[src/assert_macros.svh]
`ifndef ASSERT_MACROS_SVH
`define ASSERT_MACROS_SVH

// implication checked on every rising edge outside reset
`define ASSERT_IMPLY(label, ante, cons, msg) \
  label: assert property (@(posedge clk_i) disable iff (!rst_ni) (ante) |-> (cons)) \
    else $error(msg);

// condition that must never hold outside reset
`define ASSERT_NEVER(label, cond, msg) \
  label: assert property (@(posedge clk_i) disable iff (!rst_ni) !(cond)) \
    else $error(msg);

`endif

[src/sps_pkg.sv]
`timescale 1ns / 1ps

package sps_pkg;

  localparam int SMALL_SIDE  = 5;
  localparam int MIDDLE_SIDE = 4;
  localparam int LARGE_SIDE  = 3;

  localparam int SMALL_BASE  = 0;
  localparam int MIDDLE_BASE = SMALL_BASE + SMALL_SIDE * SMALL_SIDE;
  localparam int LARGE_BASE  = MIDDLE_BASE + MIDDLE_SIDE * MIDDLE_SIDE;
  localparam int TOTAL_SLOTS = LARGE_BASE + LARGE_SIDE * LARGE_SIDE;
  localparam int IDX_W       = $clog2(TOTAL_SLOTS);

  localparam int NUM_W   = 31;
  localparam int PHONE_W = 37;
  localparam int DATA_W  = NUM_W + PHONE_W;
  localparam int ROW_W   = 3;

  localparam int QUEUE_DEPTH = 2;
  localparam int QPTR_W      = $clog2(QUEUE_DEPTH);
  localparam int QCNT_W      = $clog2(QUEUE_DEPTH + 1);

  typedef enum logic [1:0] {
    OP_STORE      = 2'd0,
    OP_FIND_NUM   = 2'd1,
    OP_FIND_PHONE = 2'd2,
    OP_TAKE       = 2'd3
  } opcode_e;

  typedef enum logic [1:0] {
    POOL_SMALL  = 2'd0,
    POOL_MIDDLE = 2'd1,
    POOL_LARGE  = 2'd2,
    POOL_BAD    = 2'd3
  } pool_e;

  typedef enum logic [2:0] {
    ST_STORED    = 3'd0,
    ST_FULL      = 3'd1,
    ST_FOUND     = 3'd2,
    ST_NOT_FOUND = 3'd3,
    ST_TAKEN     = 3'd4,
    ST_BAD_SIZE  = 3'd5
  } status_e;

  typedef enum logic [2:0] {
    CMD_STORE,
    CMD_BAD_SIZE,
    CMD_FIND_NUM,
    CMD_FIND_PHONE,
    CMD_TAKE
  } cmd_e;

  typedef enum logic [1:0] {
    BK_IDLE,
    BK_EXEC,
    BK_SCAN,
    BK_EMIT
  } back_state_e;

  typedef struct packed {
    cmd_e               cmd;
    pool_e              pool;
    logic [NUM_W-1:0]   number;
    logic [PHONE_W-1:0] phone;
  } req_t;

  typedef struct packed {
    pool_e            pool;
    logic [ROW_W-1:0] row;
    logic [ROW_W-1:0] col;
  } loc_t;

  typedef struct packed {
    status_e            status;
    loc_t               loc;
    logic [NUM_W-1:0]   number;
    logic [PHONE_W-1:0] phone;
    logic               last;
  } res_t;

  function automatic pool_e pool_of(input int i);
    pool_e p;
    if (i >= LARGE_BASE) begin
      p = POOL_LARGE;
    end else if (i >= MIDDLE_BASE) begin
      p = POOL_MIDDLE;
    end else begin
      p = POOL_SMALL;
    end
    return p;
  endfunction

  function automatic loc_t const_loc(input int i);
    loc_t loc;
    if (i >= LARGE_BASE) begin
      loc.pool = POOL_LARGE;
      loc.row  = ROW_W'((i - LARGE_BASE) / LARGE_SIDE);
      loc.col  = ROW_W'((i - LARGE_BASE) % LARGE_SIDE);
    end else if (i >= MIDDLE_BASE) begin
      loc.pool = POOL_MIDDLE;
      loc.row  = ROW_W'((i - MIDDLE_BASE) / MIDDLE_SIDE);
      loc.col  = ROW_W'((i - MIDDLE_BASE) % MIDDLE_SIDE);
    end else begin
      loc.pool = POOL_SMALL;
      loc.row  = ROW_W'((i - SMALL_BASE) / SMALL_SIDE);
      loc.col  = ROW_W'((i - SMALL_BASE) % SMALL_SIDE);
    end
    return loc;
  endfunction

  function automatic loc_t slot_loc(input logic [IDX_W-1:0] idx);
    loc_t loc;
    loc = const_loc(0);
    for (int i = 0; i < TOTAL_SLOTS; i++) begin
      if (idx == IDX_W'(i)) begin
        loc = const_loc(i);
      end
    end
    return loc;
  endfunction

endpackage

[src/sps_queue.sv]
`timescale 1ns / 1ps

module sps_queue (
  input  logic          clk_i,
  input  logic          rst_ni,
  input  logic          push_valid_i,
  output logic          push_ready_o,
  input  sps_pkg::req_t push_data_i,
  output logic          pop_valid_o,
  input  logic          pop_i,
  output sps_pkg::req_t pop_data_o
);
  import sps_pkg::*;

  req_t              entry_q [QUEUE_DEPTH];
  logic [QPTR_W-1:0] wr_ptr_q;
  logic [QPTR_W-1:0] rd_ptr_q;
  logic [QCNT_W-1:0] count_q;
  logic              push;
  logic              pop;

  assign push_ready_o = count_q != QCNT_W'(QUEUE_DEPTH);
  assign pop_valid_o  = count_q != '0;
  assign push         = push_valid_i && push_ready_o;
  assign pop          = pop_i && pop_valid_o;
  assign pop_data_o   = entry_q[rd_ptr_q];

  always_ff @(posedge clk_i or negedge rst_ni) begin
    if (!rst_ni) begin
      wr_ptr_q <= '0;
      rd_ptr_q <= '0;
      count_q  <= '0;
    end else begin
      if (push) begin
        wr_ptr_q <= (wr_ptr_q == QPTR_W'(QUEUE_DEPTH - 1)) ? '0 : wr_ptr_q + 1'b1;
      end
      if (pop) begin
        rd_ptr_q <= (rd_ptr_q == QPTR_W'(QUEUE_DEPTH - 1)) ? '0 : rd_ptr_q + 1'b1;
      end
      if (push && !pop) begin
        count_q <= count_q + 1'b1;
      end else if (pop && !push) begin
        count_q <= count_q - 1'b1;
      end
    end
  end

  always_ff @(posedge clk_i) begin
    if (push) begin
      entry_q[wr_ptr_q] <= push_data_i;
    end
  end

endmodule

[config.mk]
export PLATFORM = sky130hd
export DESIGN_NAME = sps_queue
export DESIGN_NICKNAME = d
export VERILOG_FILES = /design/src/assert_macros.svh /design/src/sps_pkg.sv /design/src/sps_queue.sv
export SDC_FILE = /design/constraint.sdc
export NUM_CORES = 1
export LEC_CHECK = 0
export ABC_CLOCK_PERIOD_IN_PS = 4690
export BUFFER_PORTS_ARGS = -buffer_cell sky130_fd_sc_hd__buf_2
export CORE_AREA = 5 5 109 111
export CTS_BUF_LIST = sky130_fd_sc_hd__clkbuf_4
export DETAILED_ROUTE_END_ITERATION = 8
export DIE_AREA = 0 0 114 116
export PLACE_DENSITY_LB_ADDON = 0.3
export SKIP_CTS_REPAIR_TIMING = 1
export SLEW_MARGIN = 20
export SYNTH_ARGS = -nofsm -noshare
export SYNTH_HDL_FRONTEND = slang
export SYNTH_SLANG_ARGS = --single-unit
[constraint.sdc]
create_clock -name clk_i -period 4.69 [get_ports clk_i]
set_input_delay 0.7035 -clock clk_i [delete_from_list [all_inputs] [get_ports clk_i]]
set_output_delay 0.7035 -clock clk_i [all_outputs]
set_load 0.02 [all_outputs]
==> impl_results.md <==
* Post-DP HPWL at around 6400 um
* Post-synth top area share at between 70 and 80%
* Die ar. at 0.0132 sq mm
* Worst-path fanout max at 39
* Seq cells post-synth at 150
* Leak at 2.74 nW
* Switching pwr at ~1.4 mW
* Clock latency at the later pin of the worst-skew pair at ~0.5 ns
* Worst Setup EP: pop_data_o[23]
* Synth Instances at approximately 250
* YS warnings at 0
* WP data arrival at ~2.4 ns
* Via count at 2772
* Crit. End Element: output port
* Clock Path Buffers at 2
* Reg2reg path depth at 4
* Post-layout util at 64.0%
* CP Data Required Time at ~4 ns
* CTS HTree Levels at 4
* Internal power at 2.80 mW
* Largest net degree at the start of global routing at 74
* Initial Util at between 50 and 60%
* Netlist cell types at 15
* Slew headroom at around 33%
* Diode count at 0
* Total wire length at roughly 9500 um
* Cts bufs inserted at 17
* Final max-slew violation count at 0
* Core Area at approximately 0.011 sq mm
* Final TNS setup at 0 ns
* Wire length per cell at between 15 and 20 um
* Final weighted congestion in routability-driven placement at 0.697
* Design Power at approximately 4.2 mW
* Fillers at roughly 800
* FMAX at roughly 330 MHz
* Worst-margin pin slew at just over 1 ns
* Final period util at approximately two thirds
* RSZ-0062 raised after global routing: false
* Hold slack final at 0.372 ns
* Pre-CTS WS at between 2 and 2.5 ns
* Pre-antenna DRT Iters at 4
* WHS Path Cells at 1
* P&R area growth vs syn at 20.0%
* Ports at roughly 150
* PortBufs at approximately 150
* Die height at between 100 and 150 um
* Antenna viol nets, final at 0
* Initial antenna violation count at 0
* Setup crit start: rd_ptr_q
* Worst r2r src: count_q[0]
* Minimum clock period at 3.07 ns
* Drt via density at around 5
* Mapped Nets at around 320
* Reg-to-reg endpoint: entry_q[0][62]
* Gate power share at a little over a third
* Flop pwr share at between 40% and 50%
* Worst hold path class: primary input to register
* Rows at 38
* Clk sinks at 150
* Crit path kind: register to output port
* Fin. Hold Viols at 0
* Layout cells sized above 1 at approximately three fifths
* Sequential share of the synthesized area at between 70% and 80%
* Clock Root Buffer: clkbuf_4
* VDD IR-drop max at 0.466 mV
* Maxcap violations at 0
* CTS tree: yes
* Aggregate global-route resource usage at between 15 and 20%
* Finish-stage setup viols at 0
* Status: finished, final reports clean
* First-pass GRT wire length at 14700 um
* Vias in the first global route at around 3k
* Syn avg cell area at between 20 and 25 sq um
* Synth Cell Area at 0.00571 sq mm
* Worst setup SP type: register
* Switching part of the total at 33.9%
* R2R setup slack at approximately 2.5 ns
* Initial DRC count at 107
* Power Dens Cells at 619 mW/mm^2
* Dominant cell type by area after synthesis: edfxtp_1
* Clock transition at path regs at between 0.1 and 0.15 ns
* Drt drc at 0
* Top cells by area, synth: edfxtp_1 77%, mux2_4 16%, mux2_2 2.6%
* Chip width at ~110 um
* Post-layout nets at just under 500
* Clock share of power at between 15 and 20%
* Grt ovf at 0
* Final Worst Setup Slack at 1.62 ns
* Clock Skew at between 0.015 and 0.02 ns
-- worst min path at each step --
stage,startpoint,endpoint
after floorplan,rst_ni,count_q[0]
after global placement,count_q[1],count_q[1]
after detailed placement,count_q[1],count_q[1]
after CTS,rst_ni,rd_ptr_q
after global routing,push_data_i[45],entry_q[0][45]
final,push_data_i[45],entry_q[1][45]
-- layout by cell type (no fill, tap or decap) --
master,count
nand2_1,2
ha_1,1
dfrtp_1,3
xor2_1,2
clkbuf_4,18
inv_1,1
xnor2_1,3
mux2_2,13
clkinv_1,3
nand2b_1,1
clkinvlp_4,3
inv_6,2
dlygate4sd3_1,1
or2_1,1
bufinv_16,1
clkinv_4,1
dfrtp_4,1
nor2_4,1
nor2_1,1
and3_4,1
clkinv_2,4
mux2_4,60
edfxtp_1,146
buf_2,151
buf_4,3
-- registers in the layout, summed over array words and instances (netlist names) --
register	count
entry_q	146
wr_ptr_q	1
count_q	2
rd_ptr_q	1
-- power groups by stage --
stage | registers, mW | clock network [mW] | logic, mW
2_1_floorplan | 1.95 | 0 | 1.26
3_5_place_dp | 2.04 | 0 | 1.58
6_report | 2.00 | 0.693 | 1.55
3_3_place_gp | 2.02 | 0 | 1.57
5_1_grt | 2.03 | 0.796 | 1.65
4_1_cts | 2.00 | 0.725 | 1.58
-- critical path, cell delays in order, from the launching register on --
cell and delay (ns):
dfrtp_4 0.87, buf_4 0.45, mux2_4 0.33, buf_2 0.16
-- kinds of logic (layout without fill, tap and decap cells) --
group / count (synthesis) / after routing / synth area share (%)
muxes: 73 / 73 / 18.3
and+or+nand+nor: 7 / 7 / 0.592
adders and majority gates: 1 / 1 / 0.219
xor gates and xnor gates: 5 / 5 / 0.767
buffers and inverters: 9 / 188 / 1.53
DFF: 150 / 150 / 78.5
-- final cells by class --
cell class	count	area [sq um]	area share (%)
clock inverter	14	110	1.61
tap	140	175	2.56
clock buffer	18	135	1.97
sequential	150	4490	65.5
multi-input combinational	86	1150	16.8
inverter	1	3.75	0.0548
timing repair buffer	155	788	11.5
-- layer usage --
layer  GRT usage (%)  part of all wire (%)  vias up
li1                -                     -     1305
met3            6.42                   9.0       10
met5               0                     0        -
met4            5.94                  0.78        0
met2            25.6                    52      106
met1            16.8                    38     1351
-- synthesized netlist by cell type, drive strengths merged --
cell type	number
nand2b	1
nor2	2
xor2	2
xnor2	3
buf	8
dfrtp	4
or2	1
edfxtp	146
mux2	73
nand2	2
ha	1
and3	1
inv	1
-- stage by stage --
step	area, sq um	instances
3_3_place_gp	6600	531
5_1_grt	6850	564
2_1_floorplan	5710	245
6_report	6850	564
3_5_place_dp	6600	531
4_1_cts	6840	563
Power figures use the tool's default switching activity.
