File: src/assert_macros.svh
`ifndef ASSERT_MACROS_SVH
`define ASSERT_MACROS_SVH

// implication checked on every rising edge outside reset
`define ASSERT_IMPLY(label, ante, cons, msg) \
  label: assert property (@(posedge clk_i) disable iff (!rst_ni) (ante) |-> (cons)) \
    else $error(msg);

// condition that must never hold outside reset
`define ASSERT_NEVER(label, cond, msg) \
  label: assert property (@(posedge clk_i) disable iff (!rst_ni) !(cond)) \
    else $error(msg);

`endif

File: src/sps_pkg.sv
`timescale 1ns / 1ps

package sps_pkg;

  localparam int SMALL_SIDE  = 5;
  localparam int MIDDLE_SIDE = 4;
  localparam int LARGE_SIDE  = 3;

  localparam int SMALL_BASE  = 0;
  localparam int MIDDLE_BASE = SMALL_BASE + SMALL_SIDE * SMALL_SIDE;
  localparam int LARGE_BASE  = MIDDLE_BASE + MIDDLE_SIDE * MIDDLE_SIDE;
  localparam int TOTAL_SLOTS = LARGE_BASE + LARGE_SIDE * LARGE_SIDE;
  localparam int IDX_W       = $clog2(TOTAL_SLOTS);

  localparam int NUM_W   = 31;
  localparam int PHONE_W = 37;
  localparam int DATA_W  = NUM_W + PHONE_W;
  localparam int ROW_W   = 3;

  localparam int QUEUE_DEPTH = 2;
  localparam int QPTR_W      = $clog2(QUEUE_DEPTH);
  localparam int QCNT_W      = $clog2(QUEUE_DEPTH + 1);

  typedef enum logic [1:0] {
    OP_STORE      = 2'd0,
    OP_FIND_NUM   = 2'd1,
    OP_FIND_PHONE = 2'd2,
    OP_TAKE       = 2'd3
  } opcode_e;

  typedef enum logic [1:0] {
    POOL_SMALL  = 2'd0,
    POOL_MIDDLE = 2'd1,
    POOL_LARGE  = 2'd2,
    POOL_BAD    = 2'd3
  } pool_e;

  typedef enum logic [2:0] {
    ST_STORED    = 3'd0,
    ST_FULL      = 3'd1,
    ST_FOUND     = 3'd2,
    ST_NOT_FOUND = 3'd3,
    ST_TAKEN     = 3'd4,
    ST_BAD_SIZE  = 3'd5
  } status_e;

  typedef enum logic [2:0] {
    CMD_STORE,
    CMD_BAD_SIZE,
    CMD_FIND_NUM,
    CMD_FIND_PHONE,
    CMD_TAKE
  } cmd_e;

  typedef enum logic [1:0] {
    BK_IDLE,
    BK_EXEC,
    BK_SCAN,
    BK_EMIT
  } back_state_e;

  typedef struct packed {
    cmd_e               cmd;
    pool_e              pool;
    logic [NUM_W-1:0]   number;
    logic [PHONE_W-1:0] phone;
  } req_t;

  typedef struct packed {
    pool_e            pool;
    logic [ROW_W-1:0] row;
    logic [ROW_W-1:0] col;
  } loc_t;

  typedef struct packed {
    status_e            status;
    loc_t               loc;
    logic [NUM_W-1:0]   number;
    logic [PHONE_W-1:0] phone;
    logic               last;
  } res_t;

  function automatic pool_e pool_of(input int i);
    pool_e p;
    if (i >= LARGE_BASE) begin
      p = POOL_LARGE;
    end else if (i >= MIDDLE_BASE) begin
      p = POOL_MIDDLE;
    end else begin
      p = POOL_SMALL;
    end
    return p;
  endfunction

  function automatic loc_t const_loc(input int i);
    loc_t loc;
    if (i >= LARGE_BASE) begin
      loc.pool = POOL_LARGE;
      loc.row  = ROW_W'((i - LARGE_BASE) / LARGE_SIDE);
      loc.col  = ROW_W'((i - LARGE_BASE) % LARGE_SIDE);
    end else if (i >= MIDDLE_BASE) begin
      loc.pool = POOL_MIDDLE;
      loc.row  = ROW_W'((i - MIDDLE_BASE) / MIDDLE_SIDE);
      loc.col  = ROW_W'((i - MIDDLE_BASE) % MIDDLE_SIDE);
    end else begin
      loc.pool = POOL_SMALL;
      loc.row  = ROW_W'((i - SMALL_BASE) / SMALL_SIDE);
      loc.col  = ROW_W'((i - SMALL_BASE) % SMALL_SIDE);
    end
    return loc;
  endfunction

  function automatic loc_t slot_loc(input logic [IDX_W-1:0] idx);
    loc_t loc;
    loc = const_loc(0);
    for (int i = 0; i < TOTAL_SLOTS; i++) begin
      if (idx == IDX_W'(i)) begin
        loc = const_loc(i);
      end
    end
    return loc;
  endfunction

endpackage

File: src/sps_front.sv
`timescale 1ns / 1ps

module sps_front (
  input  logic                        clk_i,
  input  logic                        rst_ni,
  input  logic                        in_valid_i,
  output logic                        in_stall_o,
  input  logic [1:0]                  opcode_i,
  input  logic [1:0]                  size_class_i,
  input  logic [sps_pkg::NUM_W-1:0]   tracking_number_i,
  input  logic [sps_pkg::PHONE_W-1:0] phone_number_i,
  output logic                        push_valid_o,
  input  logic                        push_ready_i,
  output sps_pkg::req_t               req_o
);
  import sps_pkg::*;

  logic valid_q;
  req_t req_q;
  req_t req_d;
  logic accept;

  assign in_stall_o   = valid_q && !push_ready_i;
  assign accept       = in_valid_i && !in_stall_o;
  assign push_valid_o = valid_q;
  assign req_o        = req_q;

  always_comb begin
    req_d.pool   = pool_e'(size_class_i);
    req_d.number = tracking_number_i;
    req_d.phone  = phone_number_i;
    case (opcode_e'(opcode_i))
      OP_STORE:      req_d.cmd = (pool_e'(size_class_i) == POOL_BAD) ? CMD_BAD_SIZE : CMD_STORE;
      OP_FIND_NUM:   req_d.cmd = CMD_FIND_NUM;
      OP_FIND_PHONE: req_d.cmd = CMD_FIND_PHONE;
      OP_TAKE:       req_d.cmd = CMD_TAKE;
      default:       req_d.cmd = CMD_BAD_SIZE;
    endcase
  end

  always_ff @(posedge clk_i or negedge rst_ni) begin
    if (!rst_ni) begin
      valid_q <= 1'b0;
    end else begin
      valid_q <= accept || (valid_q && !push_ready_i);
    end
  end

  always_ff @(posedge clk_i) begin
    if (accept) begin
      req_q <= req_d;
    end
  end

endmodule

File: config.mk
export PLATFORM = sky130hd
export DESIGN_NAME = sps_front
export DESIGN_NICKNAME = d
export VERILOG_FILES = /design/src/assert_macros.svh /design/src/sps_pkg.sv /design/src/sps_front.sv
export SDC_FILE = /design/constraint.sdc
export NUM_CORES = 1
export LEC_CHECK = 0
export BUFFER_PORTS_ARGS = -buffer_cell sky130_fd_sc_hd__buf_2
export CORE_UTILIZATION = 37
export DETAILED_ROUTE_END_ITERATION = 6
export GPL_TIMING_DRIVEN = 0
export PLACE_DENSITY_LB_ADDON = 0.12
export SYNTH_ARGS = -nofsm -noshare
export SYNTH_HDL_FRONTEND = slang
export SYNTH_SLANG_ARGS = --single-unit
File: constraint.sdc
create_clock -name clk_i -period 1.3 [get_ports clk_i]
set_input_delay 0.065 -clock clk_i [delete_from_list [all_inputs] [get_ports clk_i]]
set_output_delay 0.065 -clock clk_i [all_outputs]
set_load 0.1 [all_outputs]
==> summary.txt, run 1 <==
Mapped Cells -> 86
area delta synth->final -> 76.9%
element type at the critical path end -> flop
average size of a mapped cell -> 26.8 µm²
post-synthesis cell type count -> 9
# placed instances -> 311
first-pass GRT wire length -> 7.78 mm
kind of critical path -> flop to flop
LEAKAGE -> 1.76 nW
TritonCTS sink count -> 74
share of cells above drive strength 1 -> 52.1%
DP Wirelength -> 3.23 mm
nets -> 400
Comb pwr share -> 24.1%
most frequent cells in the layout -> buf_2 (149), edfxtp_1 (73), dlygate4sd3_1 (71)
row count -> 28
power per cell area -> 1440 nW/µm²
Compound-Gate Fraction of Synth Area -> 0.217%
dpl ws -> -0.432 ns
# setup viols final -> 0
# Post-CTS Setup Buffers -> 0
Mapped Area -> 2310 µm²
adder-cell share of the synthesized area -> 1.63%
DRC errors left -> 0
post-route ant nets -> 0
post-synth top area share -> 95.0%
Slew Limit Fails -> 0
routed via count -> 1680
CP required -> 1.31 ns
part of the power in the clock network -> 28.2%
crit start category -> flop
worst vdd ir -> 0.000928 V
yosys warns -> 0
Synth area leader -> edfxtp_1
XOR/XNOR share of the synthesized area -> 0%
Worst EP arrival -> 1.29 ns
Psw -> 0.00194 W
antenna cells -> 0
fin area -> 4080 µm²
Final Routed Wirelength -> 5.60 mm
skew final -> 0.00430 ns
Area contributors post-synth -> edfxtp_1 (95%), ha_1 (1.6%), dfrtp_1 (1.1%), inv_1 (0.65%), nand2b_4 (0.60%)
MaxCap Viol Count -> 0
most common cell after layout, fill and taps aside -> buf_2
Mapped Nets -> 165
Post-Layout Cell Count -> 401
GRT Overall Usage -> 17.0%
mux cell area share after synthesis -> 0%
Hold Vio Cnt, Final -> 0
initial antenna violation count -> 0
H-Tree Level Count -> 3
core area -> 5960 µm²
Sequential Power Share -> 47.6%
internal power -> 0.00396 W
CTS tree -> built
actual slew at the worst max-slew pin -> 0.504 ns
largest net degree at the start of global routing -> 20
Die X -> 81.0 µm
Worst path slowest cell -> dfrtp_4
Slew Limit Headroom -> 66.6%
sequential area share after synthesis -> 96.0%
via/cell ratio -> 4.19
crit-path leading delay family -> flip-flops
Crit path largest cell delay -> 0.50 ns
Bufs and invs on worst path -> 0
Tmin final -> 1.28 ns
starting density of the core -> 38.8%
Final WS setup -> 0.0238 ns
initial DRC count -> 51
fin crit share -> 98.2%
vias in the first global route -> 1650
largest family of logic cells by synthesized area -> adder cells
CTS clock-pin slew for the worst setup and hold paths -> 0.07 ns
clock buffer count from CTS -> 9
insertion delay to the later sink of the worst-skew pair -> 0.33 ns
I/O pin count -> 151
die area -> 6560 µm²
die height -> 81.0 µm
RSZ-0062 raised after global routing -> yes
grt ovf -> 0
IO Port Bufs -> 150
Max Freq -> 784 MHz
Max Fanout on Critical Path -> 19
Simple-Gate Fraction of Synth Area -> 1.46%
worst min path class -> input pin to async pin
Pre-Repair DR Iteration Count -> 4
Post-DP Area -> 3160 µm²
RePlAce Congestion -> 0.658
routed len/inst -> 14.0 µm
#FFs+latches synth -> 74
switch share -> 32.8%
status -> completed
root buffer cell -> clkbuf_8
clock buffer depth -> 2
crit path cell chain -> nand2b_4 -> and2_4
synth_stat cells, drive strengths merged:
master	instances
and2	1
dfrtp	1
edfxtp	73
ha	3
inv	4
nand2b	2
nand3	1
o21ai	1
final cells by class:
cell class              instances  area (µm²)
flip-flops and latches         74        2220
fillers                       461        1870
repair buffers                221        1470
clock buffers                   9         124
multi-input cells              11         103
well taps                      75        93.8
clock inverters                 7        60.1
inverters                       4        15.0
power groups by stage:
| stage | logic [W] | registers, W | clock network [W] |
|---|---|---|---|
| finish | 0.00142 | 0.00281 | 0.00167 |
| global route | 0.00147 | 0.00282 | 0.00179 |
| detailed placement | 0.00124 | 0.00287 | 0 |
| CTS | 0.00142 | 0.00281 | 0.00170 |
| global placement | 0.00123 | 0.00286 | 0 |
| floorplan | 0.0000729 | 0.00378 | 0 |
kinds of logic after synthesis:
group	count (synthesis)
flops	74
fa+ha+maj	3
simple gates	4
compound gates	1
buf+inv	4
path summary, 6_finish.rpt:
path                               from           end  slack (ns)  cells past startpoint
setup / recovery           push_valid_o     req_o[63]        0.02                      2
hold / removal                   rst_ni  push_valid_o        0.03                      2
setup reg to reg           push_valid_o     req_o[63]        0.02                      2
hold reg to reg            push_valid_o  push_valid_o        0.63                      2
max in group asynchronous        rst_ni  push_valid_o        1.18                      2
min in group clk_i           in_valid_i  push_valid_o        0.03                      2
registers in the layout (all words and copies together), names as in the netlist:
| signal | flops |
|---|---|
| push_valid_o | 1 |
| req_o | 73 |
worst register-to-register path, delay by kind of cell, from the launching register on:
family	cells	cell delay (ns)
flops	1	0.50
simple gates	2	0.45
through the flow:
step	utilization [%]	power, W	hold slack (ns)	TNS (ns)
global route	68.6	0.00609	0.0160	-0.268
CTS	68.5	0.00593	0.00773	-0.00435
finish	68.6	0.00590	0.0272	0
floorplan	-	0.00386	-0.231	-30.68
detailed placement	53.0	0.00410	-0.159	-31.31
global placement	53.0	0.00409	-0.160	-29.91
routing by layer:
metal | wire [µm] | vias up | global-route usage [%] | share of wire, %
li1 | - | 809 | - | -
met1 | 2210 | 772 | 19.1 | 39
met2 | 2860 | 91 | 29.4 | 51
met3 | 467 | 8 | 5.62 | 8.3
met4 | 62 | 0 | 7.50 | 1.1
met5 | 0 | - | 0 | 0
timing repair:
item | CTS | global route
hold endpoints to repair | 71 | 0
gates cloned | 3 | 0
hold buffers | 71 | 0
setup endpoints to repair | 74 | 20
pin swaps | 1 | 0
resized for setup | 4 | 1
Note: power is estimated with default switching activity, not from simulation.
==> run 2: changes to the inputs <==
--- a/config.mk
+++ b/config.mk
@@ -5,6 +5,7 @@
 export SDC_FILE = /design/constraint.sdc
 export NUM_CORES = 1
 export LEC_CHECK = 0
+export ABC_AREA = 1
 export BUFFER_PORTS_ARGS = -buffer_cell sky130_fd_sc_hd__buf_2
 export CORE_UTILIZATION = 37
 export DETAILED_ROUTE_END_ITERATION = 6
==> run 2 against run 1 <==
Effect of this change:
- design area rose by 4.1%
- fmax barely moved
- largest power group unchanged
- worst setup slack barely moved
- first-iteration DRC count fell by 29%
- core utilization rose by 2.8 points
- synthesized cell count rose by 3.5%
==> summary.txt, run 2 <==
number of enable flip-flop cells after synthesis -> 73 (unchanged)
Tmin final -> 1.28 ns (about the same)
WHS Endpoint -> push_valid_o
clock buffer count from CTS -> 9 (unchanged)
initial DRC count -> 36 (was 51)
DRC errors left -> 0 (unchanged)
Slew Limit Fails -> 0 (unchanged)
routed len/inst -> 14.5 µm (was 14.0 µm)
Worst path depth -> 3 (was 2)
MaxCap Viol Count -> 0 (unchanged)
most frequent cells in the layout -> buf_2 (147), dlygate4sd3_1 (73), edfxtp_1 (73) (was buf_2 (149), edfxtp_1 (73), dlygate4sd3_1 (71))
XOR/XNOR share of the synthesized area -> 0% (unchanged)
initial antenna violation count -> 0 (unchanged)
average size of a mapped cell -> 26.0 µm² (was 26.8 µm²)
RePlAce Congestion -> 0.675 (was 0.658)
post-synthesis cell type count -> 10 (was 9)
routed via count -> 1737 (was 1680)
element type at the critical path end -> output port (was flop)
root buffer cell -> clkbuf_8 (unchanged)
vias in the first global route -> 1817 (was 1650)
area delta synth->final -> 84.0% (was 76.9%)
H-Tree Level Count -> 3 (unchanged)
grt ovf -> 0 (unchanged)
CTS tree -> built (unchanged)
actual slew at the worst max-slew pin -> 0.518 ns (was 0.504 ns)
share of cells above drive strength 1 -> 52.1% (about the same)
#FFs+latches synth -> 74 (unchanged)
power per cell area -> 1400 nW/µm² (was 1440 nW/µm²)
Final Routed Wirelength -> 5.94 mm (was 5.60 mm)
kind of critical path -> flop to output port (was flop to flop)
most numerous cell in the Yosys netlist -> edfxtp_1 (unchanged)
Max Freq -> 784 MHz (about the same)
die area -> 6570 µm² (was 6560 µm²)
# placed instances -> 316 (was 311)
TritonCTS sink count -> 74 (unchanged)
Bufs and invs on worst path -> 2 (was 0)
LEAKAGE -> 1.83 nW (was 1.76 nW)
core area -> 5960 µm² (unchanged)
CP required -> 1.24 ns (was 1.31 ns)
largest net degree at the start of global routing -> 26 (was 20)
r2r setup slk -> 0.02 ns (about the same)
Hold Vio Cnt, Final -> 0 (unchanged)
mux cell area share after synthesis -> 0% (unchanged)
Crit path largest cell delay -> 0.52 ns (was 0.50 ns)
Worst EP arrival -> 1.21 ns (was 1.29 ns)
fill count -> 431 (was 461)
setup TNS -> 0 ns (unchanged)
die height -> 81.0 µm (about the same)
WHS Path Cells -> 3
FF-to-FF Start -> push_valid_o (unchanged)
crit path cell chain -> inv_1 -> nor2_4 -> buf_8 (was nand2b_4 -> and2_4)
most common cell after layout, fill and taps aside -> buf_2 (unchanged)
CTS clock-pin slew for the worst setup and hold paths -> 0.07 ns (about the same)
FFs w/ async S/R, synth -> 1.35% (unchanged)
Compound-Gate Fraction of Synth Area -> 0.758% (was 0.217%)
Die X -> 81.0 µm (about the same)
GRT Overall Usage -> 18.3% (was 17.0%)
DP Wirelength -> 3.48 mm (was 3.23 mm)
IO Port Bufs -> 150 (unchanged)
Slew Limit Headroom -> 65.7% (was 66.6%)
worst min path class -> input pin to flop (was input pin to async pin)
crit-path leading delay family -> flip-flops (unchanged)
yosys warns -> 0 (unchanged)
synth cell count leaders -> edfxtp_1 (73), inv_1 (5), ha_1 (3) (was edfxtp_1 (73), inv_1 (4), ha_1 (3))
status -> completed (unchanged)
first-pass GRT wire length -> 8.30 mm (was 7.78 mm)
Post-Layout Cell Count -> 411 (was 401)
worst r2r dst -> req_o[51] (was req_o[63])
insertion delay to the later sink of the worst-skew pair -> 0.33 ns (about the same)
fin crit share -> 98.1% (was 98.2%)
clock buffer depth -> 2 (unchanged)
row count -> 28 (unchanged)
post-route ant nets -> 0 (unchanged)
starting density of the core -> 38.8% (about the same)
worst vdd ir -> 0.000927 V (was 0.000928 V)
largest family of logic cells by synthesized area -> adder cells (unchanged)
antenna cells -> 0 (unchanged)
Synth area leader -> edfxtp_1 (unchanged)
Pre-Repair DR Iteration Count -> 4 (unchanged)
skew final -> 0.00460 ns (was 0.00430 ns)
Largest register FFs -> 73 (unchanged)
adder-cell share of the synthesized area -> 1.62% (was 1.63%)
via/cell ratio -> 4.23 (was 4.19)
post-synth top area share -> 94.9% (was 95.0%)
Mapped Nets -> 168 (was 165)
Max Fanout on Critical Path -> 4 (was 19)
Mapped Area -> 2310 µm² (about the same)
hold path startpoint -> in_valid_i
Worst path slowest cell -> dfrtp_4 (unchanged)
RSZ-0062 raised after global routing -> yes (unchanged)
crit start category -> flop (unchanged)
sequential area share after synthesis -> 95.9% (was 96.0%)
nets -> 410 (was 400)
Mapped Cells -> 89 (was 86)
I/O pin count -> 151 (unchanged)
# setup viols final -> 0 (unchanged)
Register-to-Register Path Depth -> 3 (was 2)
Area contributors post-synth -> edfxtp_1 (95%), ha_1 (1.6%), dfrtp_1 (1.1%), inv_1 (0.81%), a21oi_2 (0.38%) (was edfxtp_1 (95%), ha_1 (1.6%), dfrtp_1 (1.1%), inv_1 (0.65%), nand2b_4 (0.60%))
Simple-Gate Fraction of Synth Area -> 0.704% (was 1.46%)
worst hold margin -> 0.0243 ns (was 0.0272 ns)
dominant synthesized flop cell -> edfxtp_1 (unchanged)
## run 2: timing repair
item                                    in CTS  in global routing
gates cloned                                 2                  1
resized for setup                            6                  8
pin swaps                                    1                  2
hold buffers                                73                  0
endpoints found under the setup margin      74                 75
endpoints found under the hold margin       72                  0
setup buffers                                4                  2
## run 2: logic make-up (layout without fill, tap and decap cells)
group / after synthesis / count (layout)
and+or+nand+nor: 4 / 4
DFF: 74 / 74
adders and majority gates: 3 / 3
AOI/OAI and AO/OA: 2 / 3
buffers and inverters: 6 / 252
## run 2: layout make-up
type | instances | area [µm²] | area share, %
Sequential cell | 74 | 2220 | 52.2
Timing Repair Buffer | 230 | 1630 | 38.4
Clock buffer | 13 | 139 | 3.27
Multi-Input combinational cell | 10 | 103 | 2.41
Tap cell | 75 | 93.8 | 2.21
Clock inverter | 3 | 40.0 | 0.942
Inverter | 6 | 22.5 | 0.530
## run 2: worst reg2reg max path, delay by kind of cell, from the launching register on
kind / cells / cell delay [ns]
AOI/OAI and AO/OA: 1 / 0.16
DFF: 1 / 0.52
buffers and inverters: 2 / 0.31
## run 2: power breakdown
| part | leakage [nW] | internal [W] | switching (W) |
|---|---|---|---|
| clock network | 0.0914 | 0.000884 | 0.000758 |
| registers | 0.706 | 0.00278 | 0.0000339 |
| logic | 1.04 | 0.000372 | 0.00112 |
| total | 1.83 | 0.00404 | 0.00192 |
## run 2: worst max path at each step
| stage | from | endpoint | slack (ns) |
|---|---|---|---|
| 2_1_floorplan | push_valid_o | req_o[0] | -1.04 |
| 3_3_place_gp | push_valid_o | req_o[27] | -1.32 |
| 3_5_place_dp | push_valid_o | req_o[53] | -0.47 |
| 4_1_cts | push_valid_o | req_o[41] | -0.05 |
| 5_1_grt | push_valid_o | in_stall_o | -0.02 |
| 6_report | push_valid_o | in_stall_o | 0.02 |
## run 2: stage by stage
step	worst slack, ns	total power, W	util, %	cell area (µm²)
floorplan	-1.04	0.00386	-	2330
global route	-0.0242	0.00615	71.4	4250
finish	0.0241	0.00595	71.4	4250
detailed placement	-0.473	0.00413	54.1	3220
global placement	-1.32	0.00410	53.3	3170
CTS	-0.0509	0.00599	70.6	4200
## run 2: metal layers
metal	vias up	global-route usage [%]	part of all wire [%]	routed length, µm
met4	0	10.9	2.7	158
met5	-	0	0	0
met2	94	32.8	53	3160
met3	12	5.96	8.8	522
met1	804	18.4	35	2100
li1	827	-	-	-
